===== src/hdl/lfu_bucket_replacement_assert.svh =====
// Assertion macros for the LFU bucket replacement block
`ifndef LFU_BUCKET_REPLACEMENT_ASSERT_SVH
`define LFU_BUCKET_REPLACEMENT_ASSERT_SVH
// a implies b in the next cycle
`define LFU_ASSERT_NEXT(label, clk, rst_n, a, b) \
	label: assert property (@(posedge clk) disable iff (!rst_n) (a) |=> (b)) \
		else $error("assertion failed");
// a implies b in the same cycle
`define LFU_ASSERT_NOW(label, clk, rst_n, a, b) \
	label: assert property (@(posedge clk) disable iff (!rst_n) (a) |-> (b)) \
		else $error("assertion failed");
`endif


===== src/hdl/lfu_ram.sv =====
// ----------------------------------------------------------------------------
// lfu_ram
// Generic single port RAM with registered read.
// ----------------------------------------------------------------------------
module lfu_ram #(
	parameter int WIDTH = 8,
	parameter int DEPTH = 16
) (
	input  logic                     clk,
	input  logic                     we,
	input  logic [$clog2(DEPTH)-1:0] addr,
	input  logic [WIDTH-1:0]         wdata,
	output logic [WIDTH-1:0]         rdata
);
	logic [WIDTH-1:0] mem [DEPTH];
	always_ff @(posedge clk) begin
		if (we) mem[addr] <= wdata;
		rdata <= mem[addr];
	end
endmodule

===== config.mk =====
export PLATFORM = sky130hd
export DESIGN_NAME = lfu_ram
export DESIGN_NICKNAME = d
export VERILOG_FILES = /design/src/hdl/lfu_bucket_replacement_assert.svh /design/src/hdl/lfu_ram.sv
export SDC_FILE = /design/constraint.sdc
export NUM_CORES = 1
export LEC_CHECK = 0
export ABC_AREA = 1
export BUFFER_PORTS_ARGS = -buffer_cell sky130_fd_sc_hd__buf_2
export CAP_MARGIN = 10
export CORE_ASPECT_RATIO = 0.9
export CORE_MARGIN = 3
export CORE_UTILIZATION = 35
export CTS_CLUSTER_SIZE = 10
export DETAILED_ROUTE_END_ITERATION = 8
export PLACE_DENSITY_LB_ADDON = 0.08
export SETUP_SLACK_MARGIN = 0.5
export SLEW_MARGIN = 20
export SYNTH_ARGS = -nofsm -noshare
export SYNTH_HDL_FRONTEND = slang
export SYNTH_SLANG_ARGS = --single-unit

===== constraint.sdc =====
create_clock -name clk -period 1.78 [get_ports clk]
set_input_delay 0.356 -clock clk [delete_from_list [all_inputs] [get_ports clk]]
set_output_delay 0.356 -clock clk [all_outputs]
set_load 0.02 [all_outputs]

==> results.md <==
- Synthesis-to-finish area growth: 21.5%
- Crit path capture type: primary output
- Comb pwr share: 6.7%
- Final setup fails: 0
- Syn_nets: 562
- Clock Power Share: 46.8%
- Seq/Total Area, Yosys: 71.6%
- Die Y-Extent: 126 um
- Diode count: 0
- Grt total ovfl: 0
- Layout Nets: 592
- Critical Path Start: rdata[1]
- Final hold violation count: 0
- Die area: 17500 um^2
- CP peak stage delay: 350 ps
- Row count: 43
- Initial antenna violation count: 0
- Total Routing Usage GR: 16.1%
- Share of post-route cells with drive strength above 1: 14.7%
- Worst-path cell chain: buf_6
- Slew headroom: 70.0%
- Buf/Inv on CP: 1
- NetSw: 0.00167 W
- CTS Buf Count: 17
- Routed len/inst: 16.7 um
- Dpl hpwl: 8.49 mm
- Starting Density: 36.0%
- Via count: 3580
- Netlist cell types: 11
- Pleak: 2.81 nW
- Internal: 0.00607 W
- Outcome: complete, no violations
- Worst EP required: 1420 ps
- Critical-path maximum fanout: 1
- Clk slew on worst S/H paths: 60 ps
- Worst reg2reg path startpoint: mem[7][6]
- Hold slack: 378 ps
- First-pass GRT wire length: 21.0 mm
- DRC viols: 0
- Initial DRC Count: 263
- Seq pwr share: 46.5%
- Measured slew at the worst slew-check pin: 448 ps
- Worst Clk Skew: 6.66 ps
- Power Density: 1140 nW/um^2
- Tot Pwr: 0.00774 W
- IO Port Bufs: 21
- Clk root buf: clkbuf_16
- Placer Congestion: 0.795
- Core Util, Final: 43.7%
- Synthesized area per cell: 10.2 um^2
- Start point of the worst hold path: wdata[5]
- Setup TNS: 0 ps
- Post-Synthesis Cells: 548
- Via density per instance: 4.51
- Period utilization: 70.2%
- IO Count: 22
- Fmax: 0.800 GHz
- Max-Cap Viols: 0
- Final WL: 13.3 mm
- Pre-antenna DRT Iters: 4
- Crit path time final: 1250 ps
- Register bit total from synthesis: 136
- Sw Ratio: 21.6%
- Ys Warns: 0
- Worst-Skew Late Latency: 410 ps
- Startpoint Class: flip-flop
- Maximum vdd drop: 0.00103 V
- Top delay family on crit path: flip-flops
- Largest net degree at the start of global routing: 33
- Post-Syn Area: 5590 um^2
- Chip width: 139 um
- Hold Crit Class: input pin to flip-flop
- Core ar.: 15500 um^2
- Highest-delay cell along the critical path: dfxtp_1
- CTS Buffer Depth: 2
- Cts hold-fix bufs: 0
- Clk sinks: 136
- Data arrival, critical path: 890 ps
- RSZ-0062 raised after global routing: false
- Post-DRT Antenna Nets: 0
- Max-slew violation count: 0
- Vias in the first global route: 3604
- CTS tree: done
- CP Class: flip-flop to primary output
- CTS H-Tree Depth: 4
## cell families after synthesis
group / share of synthesized area [%]
buffers and inverters: 3.62
DFF: 71.6
and+or+nand+nor: 24.8
## Yosys cell counts
| library cell | number | area share [%] |
|---|---|---|
| buf_4 | 6 | 0.81 |
| nand2_1 | 346 | 23 |
| nand3_1 | 4 | 0.36 |
| edfxtp_1 | 128 | 69 |
| nor2_1 | 18 | 1.2 |
| inv_2 | 1 | 0.067 |
| dfxtp_1 | 8 | 2.9 |
| inv_1 | 21 | 1.4 |
| clkbuf_1 | 3 | 0.20 |
| clkinv_1 | 1 | 0.067 |
| buf_2 | 12 | 1.1 |
## placed cells by master (no fill, tap or decap)
| cell | synthesis | final |
|---|---|---|
| nand2_1 | 346 | 346 |
| edfxtp_1 | 128 | 128 |
| inv_1 | 21 | 19 |
| buf_2 | 12 | 18 |
| nor2_4 | 0 | 17 |
| clkbuf_16 | 0 | 17 |
| buf_4 | 6 | 9 |
| dfxtp_1 | 8 | 8 |
| nand3_4 | 0 | 4 |
| bufinv_16 | 0 | 4 |
| buf_12 | 0 | 4 |
| clkinv_2 | 0 | 3 |
| clkbuf_1 | 3 | 3 |
| clkinv_4 | 0 | 3 |
| inv_2 | 1 | 2 |
| clkinvlp_4 | 0 | 2 |
| inv_12 | 0 | 1 |
| clkinv_8 | 0 | 1 |
| nor2_2 | 0 | 1 |
| buf_6 | 0 | 1 |
## routing by layer
layer / global-route usage, % / share of wire (%) / up-vias
met5: 0 / 0 / -
li1: - / - / 1821
met2: 23.5 / 44 / 63
met3: 4.21 / 5.3 / 12
met1: 23.8 / 50 / 1684
met4: 5.06 / 0.78 / 0
## layout make-up
type	instances	area [um^2]
clock buffer	20	437
clock inverter	12	176
fill	1485	8750
inverter	23	111
multi-input combinational	368	1570
sequential	136	4000
tap	202	253
timing repair buffer	32	249
## per-stage QoR
stage | cell area (um^2) | setup WS, ps | std cells
floorplan | 5860 | 473 | 548
global placement | 6170 | 159 | 761
detailed placement | 6170 | 154 | 761
CTS | 6790 | 507 | 793
global route | 6800 | 494 | 793
finish | 6800 | 530 | 793
## path summary, 6_finish.rpt
kind | to | slack, ps | cells past startpoint
worst max register to register | rdata[6] | 770 | 8
worst min-delay path | mem[2][5] | 380 | 1
worst min register to register | rdata[3] | 700 | 8
worst max-delay path | rdata[1] | 530 | 1
## timing repair
item | CTS | global route
cloned | 0 | 0
gates resized for setup | 1 | 3
setup buffers | 0 | 0
setup endpoints to repair | 1 | 3
## registers in the layout (all words and copies together) (netlist names)
register  count
mem         128
rdata         8
## power by group through the flow
stage | Sequential, W | Clock (W) | Combinational, W
floorplan | 0.00369 | 0 | 0.000298
CTS | 0.00360 | 0.00371 | 0.000530
detailed placement | 0.00367 | 0 | 0.000527
finish | 0.00360 | 0.00362 | 0.000521
global route | 0.00361 | 0.00383 | 0.000592
global placement | 0.00367 | 0 | 0.000530
Note: power is estimated with default switching activity, not from simulation.
